## src/rtl/core/etl_pkg.sv

```systemverilog
// ============================================================================
// etl_pkg - shared types and constants of the expression token lexer
// Byte classes, token kinds, status codes, pending-token states and the
// transaction structs passed between the front, back and result queue.
// ============================================================================
`default_nettype none

package etl_pkg;

  localparam int POSITION_BITS_DEF = 16;
  localparam int BYTE_Q_DEPTH      = 4;
  localparam int RES_Q_DEPTH       = 4;
  localparam int VALUE_BITS        = 63;

  // Byte classes, decided in the front.
  typedef enum logic [3:0] {
    BC_DIGIT = 4'd0,
    BC_SPACE = 4'd1,
    BC_ALPHA = 4'd2,
    BC_END   = 4'd3,
    BC_PLUS  = 4'd4,
    BC_MINUS = 4'd5,
    BC_STAR  = 4'd6,
    BC_SLASH = 4'd7,
    BC_OPEN  = 4'd8,
    BC_CLOSE = 4'd9,
    BC_BANG  = 4'd10,
    BC_AMP   = 4'd11,
    BC_PIPE  = 4'd12,
    BC_EQ    = 4'd13,
    BC_OTHER = 4'd14
  } bcls_t;

  typedef enum logic [3:0] {
    K_NUMBER  = 4'd0,
    K_SPACE   = 4'd1,
    K_WORD    = 4'd2,
    K_PLUS    = 4'd3,
    K_MINUS   = 4'd4,
    K_STAR    = 4'd5,
    K_SLASH   = 4'd6,
    K_OPEN    = 4'd7,
    K_CLOSE   = 4'd8,
    K_BANG    = 4'd9,
    K_BANG_EQ = 4'd10,
    K_ANDAND  = 4'd11,
    K_OROR    = 4'd12,
    K_EQEQ    = 4'd13,
    K_BAD     = 4'd14,
    K_END     = 4'd15
  } kind_t;

  localparam logic [1:0] ST_OK         = 2'd0;
  localparam logic [1:0] ST_TOO_LARGE  = 2'd1;
  localparam logic [1:0] ST_UNEXPECTED = 2'd2;

  // Pending token class held by the back.
  typedef enum logic [7:0] {
    PC_IDLE   = 8'b0000_0001,
    PC_NUMBER = 8'b0000_0010,
    PC_SPACE  = 8'b0000_0100,
    PC_WORD   = 8'b0000_1000,
    PC_BANG   = 8'b0001_0000,
    PC_AMP    = 8'b0010_0000,
    PC_PIPE   = 8'b0100_0000,
    PC_EQ     = 8'b1000_0000
  } pend_t;

  // Classified byte, front to back.
  typedef struct packed {
    bcls_t      cls;
    logic [3:0] digit;
  } byte_item_t;

  // One result token.
  typedef struct packed {
    kind_t                  kind;
    logic [15:0]            start;
    logic [15:0]            length;
    logic [VALUE_BITS-1:0]  value;
    logic [1:0]             status;
    logic                   last;
  } tok_t;

endpackage

`default_nettype wire

```

## src/rtl/core/etl_front.sv

```systemverilog
// ============================================================================
// etl_front - byte classifier, position counter and byte queue
// Accepts one source byte per cycle while its queue has room, tags it with its
// class and offset and holds it in a short queue until the back takes it.
// ============================================================================
`default_nettype none

module etl_front #(
  parameter int POSITION_BITS = etl_pkg::POSITION_BITS_DEF
) (
  input  wire logic                     clk,
  input  wire logic                     rst_n,
  input  wire logic                     in_push,
  input  wire logic [7:0]               in_ch,
  output logic                          in_full,
  output logic                          q_valid,
  output etl_pkg::byte_item_t           q_item,
  output logic [POSITION_BITS-1:0]      q_pos,
  input  wire logic                     q_pop
);

  localparam int DEPTH = etl_pkg::BYTE_Q_DEPTH;
  localparam int AW    = $clog2(DEPTH);

  etl_pkg::byte_item_t          item_mem [DEPTH];
  logic [POSITION_BITS-1:0]     pos_mem  [DEPTH];
  logic [AW-1:0]                wptr_r, rptr_r;
  logic [AW:0]                  count_r, count_nxt;
  logic [POSITION_BITS-1:0]     pos_r, pos_nxt;
  etl_pkg::byte_item_t          cls_item;
  logic                         push_ok;

  // Classify the byte.
  always_comb begin
    cls_item.digit = in_ch[3:0];
    if (in_ch >= 8'h30 && in_ch <= 8'h39) begin
      cls_item.cls = etl_pkg::BC_DIGIT;
    end else if (in_ch == 8'h20 || (in_ch >= 8'h09 && in_ch <= 8'h0d)) begin
      cls_item.cls = etl_pkg::BC_SPACE;
    end else if ((in_ch >= 8'h41 && in_ch <= 8'h5a) ||
                 (in_ch >= 8'h61 && in_ch <= 8'h7a)) begin
      cls_item.cls = etl_pkg::BC_ALPHA;
    end else begin
      unique case (in_ch)
        8'h00:   cls_item.cls = etl_pkg::BC_END;
        8'h2b:   cls_item.cls = etl_pkg::BC_PLUS;
        8'h2d:   cls_item.cls = etl_pkg::BC_MINUS;
        8'h2a:   cls_item.cls = etl_pkg::BC_STAR;
        8'h2f:   cls_item.cls = etl_pkg::BC_SLASH;
        8'h28:   cls_item.cls = etl_pkg::BC_OPEN;
        8'h29:   cls_item.cls = etl_pkg::BC_CLOSE;
        8'h21:   cls_item.cls = etl_pkg::BC_BANG;
        8'h26:   cls_item.cls = etl_pkg::BC_AMP;
        8'h7c:   cls_item.cls = etl_pkg::BC_PIPE;
        8'h3d:   cls_item.cls = etl_pkg::BC_EQ;
        default: cls_item.cls = etl_pkg::BC_OTHER;
      endcase
    end
  end

  assign in_full = (count_r == (AW+1)'(DEPTH));
  assign push_ok = in_push && !in_full;
  assign q_valid = (count_r != '0);
  assign q_item  = item_mem[rptr_r];
  assign q_pos   = pos_mem[rptr_r];

  // Saturate the offset; restart it after end of source.
  always_comb begin
    if (cls_item.cls == etl_pkg::BC_END) begin
      pos_nxt = '0;
    end else if (pos_r == {POSITION_BITS{1'b1}}) begin
      pos_nxt = pos_r;
    end else begin
      pos_nxt = pos_r + 1'b1;
    end
  end

  always_comb begin
    count_nxt = count_r + (AW+1)'(push_ok) - (AW+1)'(q_pop);
  end

  always_ff @(posedge clk) begin
    if (!rst_n) begin
      pos_r   <= '0;
      wptr_r  <= '0;
      rptr_r  <= '0;
      count_r <= '0;
    end else begin
      count_r <= count_nxt;
      if (push_ok) begin
        pos_r  <= pos_nxt;
        wptr_r <= wptr_r + 1'b1;
      end
      if (q_pop) begin
        rptr_r <= rptr_r + 1'b1;
      end
    end
  end

  always_ff @(posedge clk) begin
    if (push_ok) begin
      item_mem[wptr_r] <= cls_item;
      pos_mem[wptr_r]  <= pos_r;
    end
  end

endmodule

`default_nettype wire

```

## src/rtl/core/etl_back.sv

```systemverilog
// ============================================================================
// etl_back - token state machine
// Resolves the pending token against each classified byte, accumulates digit
// runs and produces zero, one or two tokens per byte.
// ============================================================================
`default_nettype none

module etl_back #(
  parameter int POSITION_BITS = etl_pkg::POSITION_BITS_DEF
) (
  input  wire logic                     clk,
  input  wire logic                     rst_n,
  input  wire logic                     q_valid,
  input  wire etl_pkg::byte_item_t      q_item,
  input  wire logic [POSITION_BITS-1:0] q_pos,
  output logic                          q_pop,
  input  wire logic                     res_room,
  output logic [1:0]                    wr_n,
  output etl_pkg::tok_t                 wr_tok0,
  output etl_pkg::tok_t                 wr_tok1
);

  localparam int VB = etl_pkg::VALUE_BITS;

  etl_pkg::pend_t               pend_r, pend_nxt;
  logic [POSITION_BITS-1:0]     begin_r, begin_nxt;
  logic [VB-1:0]                acc_r, acc_nxt;
  logic                         ovf_r, ovf_nxt;
  logic                         go;
  logic [POSITION_BITS-1:0]     run_len;
  logic [POSITION_BITS+15:0]    run_len_ext, begin_ext, pos_ext;
  logic [VB+3:0]                prod;
  logic                         res_v, own_v, handle_own;
  etl_pkg::tok_t                res_tok, own_tok;

  assign go    = q_valid && res_room;
  assign q_pop = go;

  assign run_len     = q_pos - begin_r;
  assign run_len_ext = {16'd0, run_len};
  assign begin_ext   = {16'd0, begin_r};
  assign pos_ext     = {16'd0, q_pos};

  // acc * 10 + digit, widened so that overflow shows in the top bits.
  assign prod = ({4'd0, acc_r} << 3) + ({4'd0, acc_r} << 1) + (VB+4)'(q_item.digit);

  always_comb begin
    pend_nxt   = pend_r;
    begin_nxt  = begin_r;
    acc_nxt    = acc_r;
    ovf_nxt    = ovf_r;
    res_v      = 1'b0;
    own_v      = 1'b0;
    handle_own = 1'b1;
    res_tok        = '0;
    res_tok.kind   = etl_pkg::K_BAD;
    res_tok.start  = begin_ext[15:0];
    res_tok.length = run_len_ext[15:0];
    own_tok        = '0;
    own_tok.kind   = etl_pkg::K_BAD;
    own_tok.start  = pos_ext[15:0];
    own_tok.length = 16'd1;

    unique case (pend_r)
      etl_pkg::PC_NUMBER: begin
        if (q_item.cls == etl_pkg::BC_DIGIT) begin
          handle_own = 1'b0;
          if (!ovf_r) begin
            if (prod[VB+3:VB] != 4'd0) begin
              ovf_nxt = 1'b1;
              acc_nxt = '0;
            end else begin
              acc_nxt = prod[VB-1:0];
            end
          end
        end else begin
          res_v          = 1'b1;
          res_tok.kind   = etl_pkg::K_NUMBER;
          res_tok.value  = ovf_r ? '0 : acc_r;
          res_tok.status = ovf_r ? etl_pkg::ST_TOO_LARGE : etl_pkg::ST_OK;
          pend_nxt       = etl_pkg::PC_IDLE;
        end
      end
      etl_pkg::PC_SPACE: begin
        if (q_item.cls == etl_pkg::BC_SPACE) begin
          handle_own = 1'b0;
        end else begin
          res_v        = 1'b1;
          res_tok.kind = etl_pkg::K_SPACE;
          pend_nxt     = etl_pkg::PC_IDLE;
        end
      end
      etl_pkg::PC_WORD: begin
        if (q_item.cls == etl_pkg::BC_ALPHA) begin
          handle_own = 1'b0;
        end else begin
          res_v        = 1'b1;
          res_tok.kind = etl_pkg::K_WORD;
          pend_nxt     = etl_pkg::PC_IDLE;
        end
      end
      etl_pkg::PC_BANG, etl_pkg::PC_AMP, etl_pkg::PC_PIPE, etl_pkg::PC_EQ: begin
        res_v    = 1'b1;
        pend_nxt = etl_pkg::PC_IDLE;
        if ((pend_r == etl_pkg::PC_BANG || pend_r == etl_pkg::PC_EQ) &&
            q_item.cls == etl_pkg::BC_EQ) begin
          handle_own     = 1'b0;
          res_tok.length = 16'd2;
          res_tok.kind   = (pend_r == etl_pkg::PC_BANG) ? etl_pkg::K_BANG_EQ
                                                        : etl_pkg::K_EQEQ;
        end else if (pend_r == etl_pkg::PC_AMP && q_item.cls == etl_pkg::BC_AMP) begin
          handle_own     = 1'b0;
          res_tok.length = 16'd2;
          res_tok.kind   = etl_pkg::K_ANDAND;
        end else if (pend_r == etl_pkg::PC_PIPE && q_item.cls == etl_pkg::BC_PIPE) begin
          handle_own     = 1'b0;
          res_tok.length = 16'd2;
          res_tok.kind   = etl_pkg::K_OROR;
        end else begin
          res_tok.length = 16'd1;
          if (pend_r == etl_pkg::PC_BANG) begin
            res_tok.kind = etl_pkg::K_BANG;
          end else begin
            res_tok.kind   = etl_pkg::K_BAD;
            res_tok.status = etl_pkg::ST_UNEXPECTED;
          end
        end
      end
      default: begin
      end
    endcase

    if (handle_own) begin
      unique case (q_item.cls)
        etl_pkg::BC_END: begin
          own_v          = 1'b1;
          own_tok.kind   = etl_pkg::K_END;
          own_tok.length = 16'd0;
          pend_nxt       = etl_pkg::PC_IDLE;
          begin_nxt      = '0;
          acc_nxt        = '0;
          ovf_nxt        = 1'b0;
        end
        etl_pkg::BC_DIGIT: begin
          pend_nxt  = etl_pkg::PC_NUMBER;
          begin_nxt = q_pos;
          acc_nxt   = VB'(q_item.digit);
          ovf_nxt   = 1'b0;
        end
        etl_pkg::BC_SPACE: begin
          pend_nxt  = etl_pkg::PC_SPACE;
          begin_nxt = q_pos;
        end
        etl_pkg::BC_ALPHA: begin
          pend_nxt  = etl_pkg::PC_WORD;
          begin_nxt = q_pos;
        end
        etl_pkg::BC_BANG: begin
          pend_nxt  = etl_pkg::PC_BANG;
          begin_nxt = q_pos;
        end
        etl_pkg::BC_AMP: begin
          pend_nxt  = etl_pkg::PC_AMP;
          begin_nxt = q_pos;
        end
        etl_pkg::BC_PIPE: begin
          pend_nxt  = etl_pkg::PC_PIPE;
          begin_nxt = q_pos;
        end
        etl_pkg::BC_EQ: begin
          pend_nxt  = etl_pkg::PC_EQ;
          begin_nxt = q_pos;
        end
        etl_pkg::BC_PLUS: begin
          own_v        = 1'b1;
          own_tok.kind = etl_pkg::K_PLUS;
        end
        etl_pkg::BC_MINUS: begin
          own_v        = 1'b1;
          own_tok.kind = etl_pkg::K_MINUS;
        end
        etl_pkg::BC_STAR: begin
          own_v        = 1'b1;
          own_tok.kind = etl_pkg::K_STAR;
        end
        etl_pkg::BC_SLASH: begin
          own_v        = 1'b1;
          own_tok.kind = etl_pkg::K_SLASH;
        end
        etl_pkg::BC_OPEN: begin
          own_v        = 1'b1;
          own_tok.kind = etl_pkg::K_OPEN;
        end
        etl_pkg::BC_CLOSE: begin
          own_v        = 1'b1;
          own_tok.kind = etl_pkg::K_CLOSE;
        end
        default: begin
          own_v          = 1'b1;
          own_tok.kind   = etl_pkg::K_BAD;
          own_tok.status = etl_pkg::ST_UNEXPECTED;
        end
      endcase
    end
  end

  // Pack the tokens in order; the final one carries last.
  always_comb begin
    wr_tok0      = res_v ? res_tok : own_tok;
    wr_tok0.last = !(res_v && own_v);
    wr_tok1      = own_tok;
    wr_tok1.last = 1'b1;
    if (go) begin
      wr_n = {1'b0, res_v} + {1'b0, own_v};
    end else begin
      wr_n = 2'd0;
    end
  end

  always_ff @(posedge clk) begin
    if (!rst_n) begin
      pend_r  <= etl_pkg::PC_IDLE;
      begin_r <= '0;
      acc_r   <= '0;
      ovf_r   <= 1'b0;
    end else if (go) begin
      pend_r  <= pend_nxt;
      begin_r <= begin_nxt;
      acc_r   <= acc_nxt;
      ovf_r   <= ovf_nxt;
    end
  end

  a_end_clears: assert property (@(posedge clk) disable iff (!rst_n)
    go && q_item.cls == etl_pkg::BC_END |=> pend_r == etl_pkg::PC_IDLE && !ovf_r)
    else $error("state not cleared after end of source");

  a_ovf_acc_zero: assert property (@(posedge clk) disable iff (!rst_n)
    ovf_r |-> acc_r == '0)
    else $error("accumulator nonzero while overflowed");

  a_pair_last: assert property (@(posedge clk) disable iff (!rst_n)
    wr_n == 2'd2 |-> !wr_tok0.last && wr_tok1.last && wr_tok0.kind != etl_pkg::K_END)
    else $error("bad ordering of two tokens from one byte");

endmodule

`default_nettype wire

```

## src/rtl/core/etl_result_fifo.sv

```systemverilog
// ============================================================================
// etl_result_fifo - result token queue
// Takes up to two tokens per cycle from the back and hands out one per pop.
// ============================================================================
`default_nettype none

module etl_result_fifo (
  input  wire logic           clk,
  input  wire logic           rst_n,
  input  wire logic [1:0]     wr_n,
  input  wire etl_pkg::tok_t  wr_tok0,
  input  wire etl_pkg::tok_t  wr_tok1,
  output logic                room,
  output logic                empty,
  input  wire logic           pop,
  output etl_pkg::tok_t       head
);

  localparam int DEPTH = etl_pkg::RES_Q_DEPTH;
  localparam int AW    = $clog2(DEPTH);

  etl_pkg::tok_t   mem [DEPTH];
  logic [AW-1:0]   wptr_r, rptr_r, wptr_p1;
  logic [AW:0]     count_r;
  logic            rd;

  assign empty   = (count_r == '0);
  assign rd      = pop && !empty;
  // Room for a full pair of tokens.
  assign room    = (count_r <= (AW+1)'(DEPTH - 2));
  assign head    = mem[rptr_r];
  assign wptr_p1 = wptr_r + 1'b1;

  always_ff @(posedge clk) begin
    if (!rst_n) begin
      wptr_r  <= '0;
      rptr_r  <= '0;
      count_r <= '0;
    end else begin
      count_r <= count_r + (AW+1)'(wr_n) - (AW+1)'(rd);
      wptr_r  <= wptr_r + AW'(wr_n);
      if (rd) begin
        rptr_r <= rptr_r + 1'b1;
      end
    end
  end

  always_ff @(posedge clk) begin
    if (wr_n != 2'd0) begin
      mem[wptr_r] <= wr_tok0;
    end
    if (wr_n == 2'd2) begin
      mem[wptr_p1] <= wr_tok1;
    end
  end

endmodule

`default_nettype wire

```

## src/rtl/core/expression_token_lexer.sv

```systemverilog
// ============================================================================
// expression_token_lexer - streaming tokenizer for a small expression language
// Lexes one source byte per cycle, unless stalled, into number, space, word,
// operator, bad and end tokens, with a decimal value and overflow status for numbers.
// ============================================================================
//
//  Channel  Direction  Handshake            Payload
//  -------  ---------  -------------------  ----------------------------------
//  in_      input      in_push / in_full    in_ch
//  out_     output     out_empty / out_pop  out_token_kind, out_token_start,
//                                           out_token_length, out_number_value,
//                                           out_status, out_last
//
//  Flow: one byte per cycle while the back is not stalled; a token reaches the
//  result ports once the byte that completes it is accepted and has passed the
//  byte queue and the back has written the token into the result queue. Runs
//  and ! & | = complete only when the following byte arrives.
//  The back's per-byte step is a pending-token resolve plus acc*10+digit.
//  A byte may yield two tokens; output drain of one per cycle then bounds rate.
//  Reset: synchronous, active low; clears queues and lexer state.
//  Stalls: the back holds when the result queue has room for fewer than two
//  tokens; the front keeps accepting until its byte queue is full.
//
`default_nettype none

module expression_token_lexer #(
  parameter int POSITION_BITS = etl_pkg::POSITION_BITS_DEF
) (
  input  wire logic         clk,
  input  wire logic         rst_n,
  input  wire logic         in_push,
  input  wire logic [7:0]   in_ch,
  output logic              in_full,
  output logic              out_empty,
  input  wire logic         out_pop,
  output logic [3:0]        out_token_kind,
  output logic [15:0]       out_token_start,
  output logic [15:0]       out_token_length,
  output logic [62:0]       out_number_value,
  output logic [1:0]        out_status,
  output logic              out_last
);

  // Front to back: classified byte and its offset.
  logic                         q_valid;
  logic                         q_pop;
  etl_pkg::byte_item_t          q_item;
  logic [POSITION_BITS-1:0]     q_pos;

  // Back to result queue.
  logic                         res_room;
  logic [1:0]                   wr_n;
  etl_pkg::tok_t                wr_tok0, wr_tok1;
  etl_pkg::tok_t                head;

  // Classify each byte and advance the offset.
  etl_front #(
    .POSITION_BITS (POSITION_BITS)
  ) u_front (
    .clk     (clk),
    .rst_n   (rst_n),
    .in_push (in_push),
    .in_ch   (in_ch),
    .in_full (in_full),
    .q_valid (q_valid),
    .q_item  (q_item),
    .q_pos   (q_pos),
    .q_pop   (q_pop)
  );

  // Resolve pending tokens; advance only when two result slots are free.
  etl_back #(
    .POSITION_BITS (POSITION_BITS)
  ) u_back (
    .clk      (clk),
    .rst_n    (rst_n),
    .q_valid  (q_valid),
    .q_item   (q_item),
    .q_pos    (q_pos),
    .q_pop    (q_pop),
    .res_room (res_room),
    .wr_n     (wr_n),
    .wr_tok0  (wr_tok0),
    .wr_tok1  (wr_tok1)
  );

  // Hold finished tokens until the consumer pops each transaction.
  etl_result_fifo u_res (
    .clk     (clk),
    .rst_n   (rst_n),
    .wr_n    (wr_n),
    .wr_tok0 (wr_tok0),
    .wr_tok1 (wr_tok1),
    .room    (res_room),
    .empty   (out_empty),
    .pop     (out_pop),
    .head    (head)
  );

  assign out_token_kind   = head.kind;
  assign out_token_start  = head.start;
  assign out_token_length = head.length;
  assign out_number_value = head.value;
  assign out_status       = head.status;
  assign out_last         = head.last;

endmodule

`default_nettype wire
```

## config.mk

```make
export PLATFORM = sky130hd
export DESIGN_NAME = expression_token_lexer
export DESIGN_NICKNAME = d
export VERILOG_FILES = /design/src/rtl/core/etl_pkg.sv /design/src/rtl/core/etl_front.sv /design/src/rtl/core/etl_back.sv /design/src/rtl/core/etl_result_fifo.sv /design/src/rtl/core/expression_token_lexer.sv
export SDC_FILE = /design/constraint.sdc
export NUM_CORES = 1
export LEC_CHECK = 0
export BUFFER_PORTS_ARGS = -buffer_cell sky130_fd_sc_hd__buf_2
export CAP_MARGIN = 25
export CELL_PAD_IN_SITES_DETAIL_PLACEMENT = 0
export CELL_PAD_IN_SITES_GLOBAL_PLACEMENT = 1
export CORE_ASPECT_RATIO = 1.4
export CORE_MARGIN = 2
export CORE_UTILIZATION = 24
export DETAILED_ROUTE_END_ITERATION = 6
export PLACE_DENSITY_LB_ADDON = 0.1
export SYNTH_ARGS = -nofsm -noshare
export SYNTH_HDL_FRONTEND = slang
export SYNTH_SLANG_ARGS = --single-unit
```

## constraint.sdc

```tcl
create_clock -name clk -period 5 [get_ports clk]
set_clock_uncertainty 0.2 [all_clocks]
set_input_delay 0.25 -clock clk [delete_from_list [all_inputs] [get_ports clk]]
set_output_delay 0.25 -clock clk [all_outputs]
set_load 0.01 [all_outputs]
```

==> results.yml, run 1 <==
cts:
  htree_levels: 3
  clock-sinks: 626
  clockBufferDepth: 3
  post_cts_buffers: 0
  clk_pin_slew_ps: 60
  worstSkewPairLatency_ps: 670
  cts_buffers: 73
  cts_tree: "built"
  root_buffer: "clkbuf_16"
global_routing:
  grt_pass1_wl_um: 154000
  grt_pass1_vias: 23500
  gr-total-overflow: 0
  antenna_found_initial: 4
  grt_max_degree: 64
  grt_usage: 0.159
cells_and_area:
  mostFrequentLayoutCell: "dfxtp_1"
  n_fill_cell: 12800
  instances_no_fill: 4433
  mostFrequentLayoutCells: "439 x dfxtp_1, 340 x a22o_1, 213 x nand2_1"
  finalNetCount: 2918
  drive_gt1_frac: 0.175
  areaGrowthSynthToFinish_pct: 17.8
worst_setup_path:
  cpLargestDelayFamily: "compound AO/OA/AOI/OAI gates"
  slowest_delay_ps: 550
  cpMaxStageDelayCell: "mux4_2"
  r2r_slack_ps: 310
  cp_cell_sequence: "mux4_2, inv_1, fa_1, fa_1, nand2b_1, a21oi_1, o2111ai_1, a211oi_2, o21ai_1, a21oi_1, o21a_1, a2bb2oi_2, nand4_4, buf_12, o21ai_1"
  worstSetupPathType: "reg -> reg"
  cp.required_ps: 5380
  start_kind: "flop"
  cp.arrival_ps: 5070
  cp-end-kind: "flop"
  critPathMaxFanout: 39
  worst-path-buf-inv: 2
timing:
  rsz0062_at_grt: "no"
  tns_ps: 0
  whs_ps: 47.0
  slew_violations: 0
  max_freq_mhz: 213
  finalHoldViolations: 0
  slew_headroom: 0.330
  period_minus_slack_ps: 4690
  setup-violations-final: 0
  tightest_slew_ps: 1000
  fin_ws_ps: 314
  fin_crit_sh: 0.937
detailed_routing:
  drc: 5
  drtAntennaViolNets: 0
  via_count: 22100
  dr.max_layer_used: "met5"
  post_drt_via_cell_ratio: 5.00
  wl_per_cell_um: 23.0
  drtPass1Iterations: 7
  wl_met3_um: 3700
  drt_iter0_drc: 1036
  met2_length_um: 54000
  wl_met1_um: 42200
  wl_um: 102000
synthesis:
  synth_area_leader_cell: "dfxtp_1"
  ys_seq_area_frac: 0.479
  syn_inst: 2638
  synthDistinctLibCells: 91
  synth_edf_count: 184
  ys_top_cells_by_area: "dfxtp_1 29%, edfxtp_1 18%, a22o_1 9.9%"
  async_flop_share: 0
  syn_nets: 2807
  syn_avg_cell_area_um2: 11.4
  synth_top_area_share: 0.295
  synth_flop_cell: "dfxtp_1"
  mappedNetlistArea_mm2: 0.0300
  synth-seq-cells: 626
  synth_warnings: 0
power_and_ir_drop:
  ir_drop_mv: 0.227
  cellPowerDensity_mw_per_mm2: 447
  p_leak_nw: 13.4
floorplanning:
  chipHeight_um: 422
  rows: 153
  start_util: 0.242
  fp.coreArea_mm2: 0.124
  io_pins: 116
  dieArea_mm2: 0.128
  die_x_um: 303
job:
  maxCapViolations: 0
placement:
  hpwlAfterDp_um: 68800
  dp.cells: 4292
  place_congestion: 0.765
  io_buffers: 115
  dpl_worst_slack_ps: 84.7
worst_hold_path:
  hold_path_class: "in -> reg"
status:
  run_status: "finished with violations"
  violations: "design-rule violations"
repair_timing:
action                                  in CTS  in global routing
endpoints found under the setup margin       0                 61
hold buffers                                 7                  0
endpoints found under the hold margin       40                  0
gates resized for setup                      0                  6
cell families (layout without fill, tap and decap cells):
group / Yosys count / count (layout) / synth area share
AOI/OAI and AO/OA: 811 / 811 / 0.200
xor gates and xnor gates: 97 / 97 / 0.0283
adders and majority gates: 157 / 157 / 0.0667
buffers and inverters: 243 / 410 / 0.0348
DFF: 626 / 626 / 0.479
muxes: 147 / 147 / 0.102
other: 0 / 1 / 0
and+or+nand+nor: 557 / 557 / 0.0896
state kept, by name (all words and copies together) (netlist names), named ones only:
signal and cells:
u_front.item_mem 32, u_front.pos_mem 64, u_res.rptr_r 2, u_back.acc_r 63, u_front.wptr_r 2, u_front.rptr_r 2, u_res.count_r 3, u_res.mem 408
u_back.begin_r 16, u_back.ovf_r 1, u_res.wptr_r 2, u_back.pend_r 8, u_front.count_r 3, u_front.pos_r 16
cell type report:
cell class | count | area (um2) | share of cell area
diodes | 1 | 2.50 | 0.0000708
clock buffers | 112 | 2220 | 0.0628
clock inverters | 19 | 163 | 0.00460
inverters | 70 | 263 | 0.00743
multi-input cells | 1769 | 14700 | 0.416
flip-flops and latches | 626 | 14400 | 0.407
well taps | 1627 | 2040 | 0.0576
repair buffers | 209 | 1590 | 0.0450
synthesized netlist by cell type (all sizes together) (4+ instances only):
cell,number
o21bai,13
o21a,14
o22a,4
fa,5
clkbuf,115
a221oi,6
o2111ai,4
mux4,126
a2111oi,4
o31ai,5
and4,5
buf,58
nor3b,6
nand2,213
xnor2,54
nor2,100
o211ai,11
a211oi,10
or2,9
o21ai,166
nand4,23
nand2b,14
dfxtp,442
ha,152
mux2i,20
and3,14
a32oi,5
nor3,39
a21oi,88
a22oi,4
xor2,43
a31oi,14
a221o,6
a2111o,4
and2,33
edfxtp,184
inv,70
nor2b,23
a21boi,24
o22ai,29
or3,8
a22o,340
nand3,49
nor4,8
a21o,27
worst register-to-register path, stage by stage, from the launching register on:
cell       delay [ps]
dfxtp_2           400
mux4_2            550
inv_1             100
fa_1              450
fa_1              470
nand2b_1          170
a21oi_1           240
o2111ai_1         250
a211oi_2          380
o21ai_1           170
a21oi_1           230
o21a_1            150
a2bb2oi_2         280
nand4_4           180
buf_12            240
o21ai_1           160
metal layers:
layer | up-vias | global-route usage
li1 | 10300 | -
met1 | 11300 | 0.187
met2 | 401 | 0.296
met3 | 113 | 0.0227
met4 | 2 | 0.0475
met5 | - | 0
power by group:
part           internal [mW]  switching [mW]
sequential              5.64           0.228
combinational           1.64            2.97
clock                   3.08            2.26
metrics by stage:
| stage | total power, mW | cell area (um2) | utilization |
|---|---|---|---|
| 5_1_grt | 16.7 | 35400 | 0.285 |
| 6_report | 15.8 | 35400 | 0.285 |
| 3_5_place_dp | 10.7 | 32800 | 0.264 |
| 2_1_floorplan | 8.74 | 30000 | - |
| 3_3_place_gp | 10.6 | 32800 | 0.264 |
| 4_1_cts | 16.1 | 35300 | 0.284 |
worst paths after layout:
check,from,end,cells after the start
min,out_pop,u_res.rptr_r[0]$_SDFFE_PN0P_,4
min reg2reg,u_res.mem[0][70]$_SDFFE_PP0P_,u_res.mem[0][70]$_SDFFE_PP0P_,2
max reg2reg,flop,u_back.acc_r[39]$_SDFFE_PN0P_,15
max,flop,u_back.acc_r[39]$_SDFFE_PN0P_,15
(Power assumes the default switching activity.)
==> run 2: changes to the inputs <==
ABC_AREA = 1   (was unset)
==> results.yml, run 2 <==
cells_and_area:
  mostFrequentLayoutCell: "nand2_1"
  drive_gt1_frac: 0.0819
  largest_reg_flops: 408
  mostFrequentLayoutCells: "1131 x nand2_1, 653 x o21ai_0, 440 x dfxtp_1"
  n_fill_cell: 14600
  instances_no_fill: 6131
  post-route-util: 0.282
  areaGrowthSynthToFinish_pct: 16.3
  top_regs: "u_res.mem (408), u_front.pos_mem (64), u_back.acc_r (63)"
  finalNetCount: 4480
  regMostFlops: "u_res.mem"
timing:
  tightest_slew_ps: 1050
  period_minus_slack_ps: 4500
  setup-violations-final: 0
  tns_ps: 0
  rsz0062_at_grt: "no"
  finalHoldViolations: 0
  slew_headroom: 0.295
  fin_crit_sh: 0.901
  whs_ps: 53.2
  slew_violations: 0
  max_freq_mhz: 222
detailed_routing:
  wl_um: 125000
  drt_iter0_drc: 1635
  via_count: 29000
  drtPass1Iterations: 5
  drc: 0
  wl_per_cell_um: 20.4
  post_drt_via_cell_ratio: 4.73
  drtAntennaViolNets: 0
floorplanning:
  die_x_um: 313
  start_util: 0.242
  io_pins: 116
  chipHeight_um: 437
  fp.coreArea_mm2: 0.133
  dieArea_mm2: 0.137
  rows: 158
cts:
  clockBufferDepth: 3
  cts_tree: "built"
  htree_levels: 3
  root_buffer: "clkbuf_16"
  worstSkewPairLatency_ps: 680
  clock-sinks: 626
  post_cts_buffers: 0
  clk_pin_slew_ps: 60
  cts_buffers: 73
worst_setup_path:
  r2r_cells: 27
  slowest_delay_ps: 450
  worstSetupPathType: "reg -> reg"
  crit_top_cell: "nand2_1"
  cp.arrival_ps: 4900
  cp-end-kind: "flop"
  start_kind: "flop"
  r2r_slack_ps: 500
  cp.required_ps: 5400
  cpMaxStageDelayCell: "fa_1"
  r2r_end: "u_back.acc_r[33]$_SDFFE_PN0P_"
  critPathMaxFanout: 29
synthesis:
  synth_most_common_cell: "nand2_1"
  async_flop_share: 0
  synthDistinctLibCells: 52
  synth_area_leader_cell: "dfxtp_1"
  ys_seq_area_frac: 0.448
  syn_avg_cell_area_um2: 7.52
  synth_top_area_share: 0.276
  synthTopCellsByCount: "1135 x nand2_1, 653 x o21ai_0, 442 x dfxtp_1, 410 x nor2_1, 290 x inv_1"
  synth_edf_count: 184
  syn_nets: 4436
  synth_flop_cell: "dfxtp_1"
  synth_warnings: 0
  ys_top_cells_by_area: "dfxtp_1 28%, edfxtp_1 17%, nand2_1 13%"
  synth-seq-cells: 626
  mappedNetlistArea_mm2: 0.0321
  syn_inst: 4267
power_and_ir_drop:
  p_leak_nw: 14.7
  cellPowerDensity_mw_per_mm2: 531
  p_total_mw: 19.8
  ir_drop_mv: 0.698
worst_hold_path:
  hold_path_startpoint: "in_ch[5]"
  hold_path_class: "in -> reg"
  hold_depth: 7
  hold_path_end: "u_front.pos_r[11]$_SDFFE_PN0P_"
global_routing:
  gr-total-overflow: 0
  grt_pass1_wl_um: 189000
  antenna_found_initial: 3
  grt_usage: 0.181
  grt_max_degree: 103
  grt_pass1_vias: 29400
placement:
  dp.cells: 5988
  io_buffers: 115
  hpwlAfterDp_um: 84100
  place_congestion: 0.795
job:
  maxCapViolations: 0
status:
  run_status: "finished clean"
[run 2: changes by cell type in the layout (fill, tap and decap cells not counted), moves of 31 or more]
cell,before,now
a22o_1,340,0
a21oi_1,87,242
o21ai_0,95,653
inv_1,69,287
nand2_1,213,1131
and2_1,31,0
nor2_1,94,406
o22ai_1,28,190
o21ai_1,65,18
mux4_2,126,0
[run 2: cells by family (layout without fill, tap and decap cells)]
kind of cell    Yosys count  in the layout  synth area share
compound gates         1183           1183             0.199
xor+xnor                 60             60            0.0164
fa+ha+maj               157            157            0.0624
buf+inv                 523            626            0.0625
flops                   626            626             0.448
other cells               0              1                 0
simple gates           1718           1718             0.212
[run 2: worst max-delay path, delay by kind of cell (launching register included)]
kind                     cells  cell delay (ps)
flip-flops                   1              390
AND/OR/NAND/NOR             13             1170
AO/OA/AOI/OAI                4              710
buffers and inverters        7             1090
adder cells (fa/ha/maj)      3              840
[run 2: per-stage QoR]
stage	setup WS, ps	instance area [um2]
2_1_floorplan	789	32100
5_1_grt	21.3	37400
4_1_cts	282	37300
3_5_place_dp	319	34700
3_3_place_gp	283	34700
6_report	497	37400
[run 2: what timing repair did]
item / in CTS / in global routing
endpoints found under the setup margin: 0 / 4
hold endpoints to repair: 40 / 0
hold buffers: 8 / 0
gates resized for setup: 0 / 2
[run 2: layout make-up]
class | instances | area, um2 | area share
repair buffers | 185 | 1260 | 0.0338
diodes | 1 | 2.50 | 0.0000670
well taps | 1760 | 2200 | 0.0590
flip-flops and latches | 626 | 14400 | 0.385
multi-input cells | 3118 | 15800 | 0.423
clock inverters | 31 | 395 | 0.0106
clock buffers | 103 | 2140 | 0.0574
inverters | 307 | 1170 | 0.0313
[run 2: worst max-delay path by stage]
| stage | end | slack [ps] | startpoint | depth (start not counted) |
|---|---|---|---|---|
| 3_5_place_dp | u_res.mem[3][80]$_SDFFE_PP0P_ | 320 | flop | 19 |
| 6_report | u_back.acc_r[33]$_SDFFE_PN0P_ | 500 | flop | 27 |
| 2_1_floorplan | u_back.acc_r[10]$_SDFFE_PN0P_ | 790 | flop | 22 |
| 3_3_place_gp | u_res.mem[3][80]$_SDFFE_PP0P_ | 280 | flop | 19 |
| 5_1_grt | u_back.acc_r[35]$_SDFFE_PN0P_ | 20 | flop | 23 |
| 4_1_cts | u_res.mem[3][80]$_SDFFE_PP0P_ | 280 | flop | 19 |
[run 2: metal layers]
metal	share of wire	track usage	wire length, um	vias up
met4	0.019	0.0450	2320	0
met5	0	0	0	-
li1	-	-	-	14500
met3	0.030	0.0199	3770	132
met1	0.47	0.243	59500	14000
met2	0.48	0.307	59700	403
[run 2: power by group]
part | internal, mW | leakage [nW] | switching [mW] | total, mW
registers | 5.90 | 5.28 | 0.284 | 6.18
logic | 2.07 | 8.17 | 5.84 | 7.91
clock network | 3.38 | 1.24 | 2.35 | 5.73
total | 11.3 | 14.7 | 8.48 | 19.8
==> run 3: changes to the inputs <==
SKIP_CTS_REPAIR_TIMING = 1   (was unset)
clock period = 4.4 ns   (was 5 ns; I/O delays follow)
==> results.yml, run 3 (synthesis gave the netlist of run 2 again) <==
cells_and_area:
  largest_reg_flops: 408
  instances_no_fill: 6169
  areaGrowthSynthToFinish_pct: 17.3
  finalNetCount: 4522
  drive_gt1_frac: 0.0894
  mostFrequentLayoutCell: "nand2_1"
  mostFrequentLayoutCells: "1131 x nand2_1, 650 x o21ai_0, 439 x dfxtp_1"
  stdcell_area_mm2: 0.0377
  top_regs: "u_res.mem (408), u_front.pos_mem (64), u_back.acc_r (63)"
  regMostFlops: "u_res.mem"
placement:
  hpwlAfterDp_um: 84700
  place_congestion: 0.800
  dp.cells: 6032
  place_area_mm2: 0.0352
  io_buffers: 115
timing:
  finalHoldViolations: 0
  setup-violations-final: 0
  rsz0062_at_grt: "no"
  max_freq_mhz: 249
  slew_violations: 0
  slew_headroom: 0.306
  whs_ps: 35.9
  period_minus_slack_ps: 4020
  tns_ps: 0
  fin_crit_sh: 0.914
  tightest_slew_ps: 1040
power_and_ir_drop:
  power.switching_mw: 9.58
  internal-power_mw: 13.0
  combPwrFrac: 0.414
  seq_power_share: 0.309
  cellPowerDensity_mw_per_mm2: 598
  clockPowerShare: 0.277
  ir_drop_mv: 0.621
  p_leak_nw: 14.9
  p_sw_frac: 0.425
job:
  maxCapViolations: 0
global_routing:
  grt_max_degree: 205
  grt_usage: 0.181
  grt_pass1_vias: 29200
  gr-total-overflow: 0
  antenna_found_initial: 5
  grt_pass1_wl_um: 189000
cts:
  clockBufferDepth: 3
  clk_pin_slew_ps: 60
  worstSkewPairLatency_ps: 670
  cts_buffers: 72
  root_buffer: "clkbuf_16"
  cts_tree: "built"
  clock-sinks: 626
  htree_levels: 3
detailed_routing:
  drtAntennaViolNets: 0
  wl_per_cell_um: 20.3
  drc: 0
  via_count: 29000
  drtPass1Iterations: 7
  wl_um: 125000
  drt_iter0_drc: 1780
  post_drt_via_cell_ratio: 4.70
floorplanning:
  io_pins: 116
  rows: 158
  fp.coreArea_mm2: 0.133
  chipHeight_um: 437
  die_x_um: 313
  start_util: 0.242
  dieArea_mm2: 0.137
worst_hold_path:
  hold_path_class: "in -> reg"
worst_setup_path:
  cpMaxStageDelayCell: "fa_1"
  cp-end-kind: "flop"
  worst-path-buf-inv: 5
  cpLargestDelayFamily: "simple AND/OR/NAND/NOR gates"
  slowest_delay_ps: 430
  start_kind: "flop"
  crit_top_cell: "nand2_1"
  worstSetupPathType: "reg -> reg"
  cp.required_ps: 4770
  critPathMaxFanout: 28
  cp.arrival_ps: 4390
status:
  run_status: "finished clean"
[run 3: changes by cell type in the layout (fill, tap and decap cells not counted), moves of 2 or more]
cell,previous run,this run
o21ai_1,18,21
buf_4,50,85
clkinv_8,2,0
clkbuf_8,14,9
nor2_1,406,404
clkinvlp_4,4,1
nor2_2,2,4
buf_12,11,19
clkinv_1,3,10
o21ai_0,653,650
[run 3: per-layer routing]
layer	up-vias	wire length [um]	global-route usage
li1	14600	-	-
met1	13900	60600	0.247
met2	404	58600	0.302
met3	116	3770	0.0217
met4	0	2380	0.0431
met5	-	0	0
[run 3: power by group through the flow]
stage,clock network (mW),registers [mW],logic (mW)
final,6.25,6.96,9.32
after global routing,6.68,7.02,10.3
after CTS,6.49,6.96,9.52
after detailed placement,0,7.08,9.50
after global placement,0,7.08,9.55
after floorplan,0,7.02,5.45
[run 3: worst register-to-register path, cell delays in order (launching register included)]
cell and delay (ps):
dfxtp_2 390, inv_2 80, o21ai_0 210, o22ai_1 160, ha_1 310, ha_1 170, inv_1 70, fa_1 430
inv_1 120, nand2_1 80, nand3_2 110, nand2_1 70, nand2_1 140, nand2_1 80, nand2_1 170, nand2_1 100
nand3_1 80, nand2_1 60, clkinv_1 40, nand2_1 50, nor2_2 140, nand2_2 110, buf_12 170, o21ai_0 220
nand2_1 70, a21oi_1 120
[run 3: area by class of cell]
class	instances	area, um2
repair buffers	228	1690
clock buffers	98	2070
inverters	307	1170
diodes	1	2.50
flip-flops and latches	626	14400
fillers	14600	95000
multi-input cells	3118	15800
clock inverters	31	328
well taps	1760	2200
[run 3: stage by stage]
| step | power [mW] | util | setup WS, ps |
|---|---|---|---|
| after CTS | 23.0 | 0.283 | 101 |
| after global placement | 16.6 | 0.265 | 149 |
| after global routing | 24.0 | 0.284 | 15.6 |
| after floorplan | 12.5 | - | 189 |
| final | 22.5 | 0.284 | 380 |
| after detailed placement | 16.6 | 0.265 | 131 |
[run 3: worst paths after layout]
| kind | startpoint | endpoint | slack [ps] | cells after the start |
|---|---|---|---|---|
| worst max-delay path | flop | u_back.acc_r[29]$_SDFFE_PN0P_ | 380 | 25 |
| worst min-delay path | in_ch[4] | u_front.item_mem[0][7]$_DFFE_PP_ | 40 | 6 |
| worst min register to register | u_res.mem[1][79]$_SDFFE_PP0P_ | u_res.mem[1][79]$_SDFFE_PP0P_ | 250 | 2 |
| worst max register to register | flop | u_back.acc_r[29]$_SDFFE_PN0P_ | 380 | 25 |
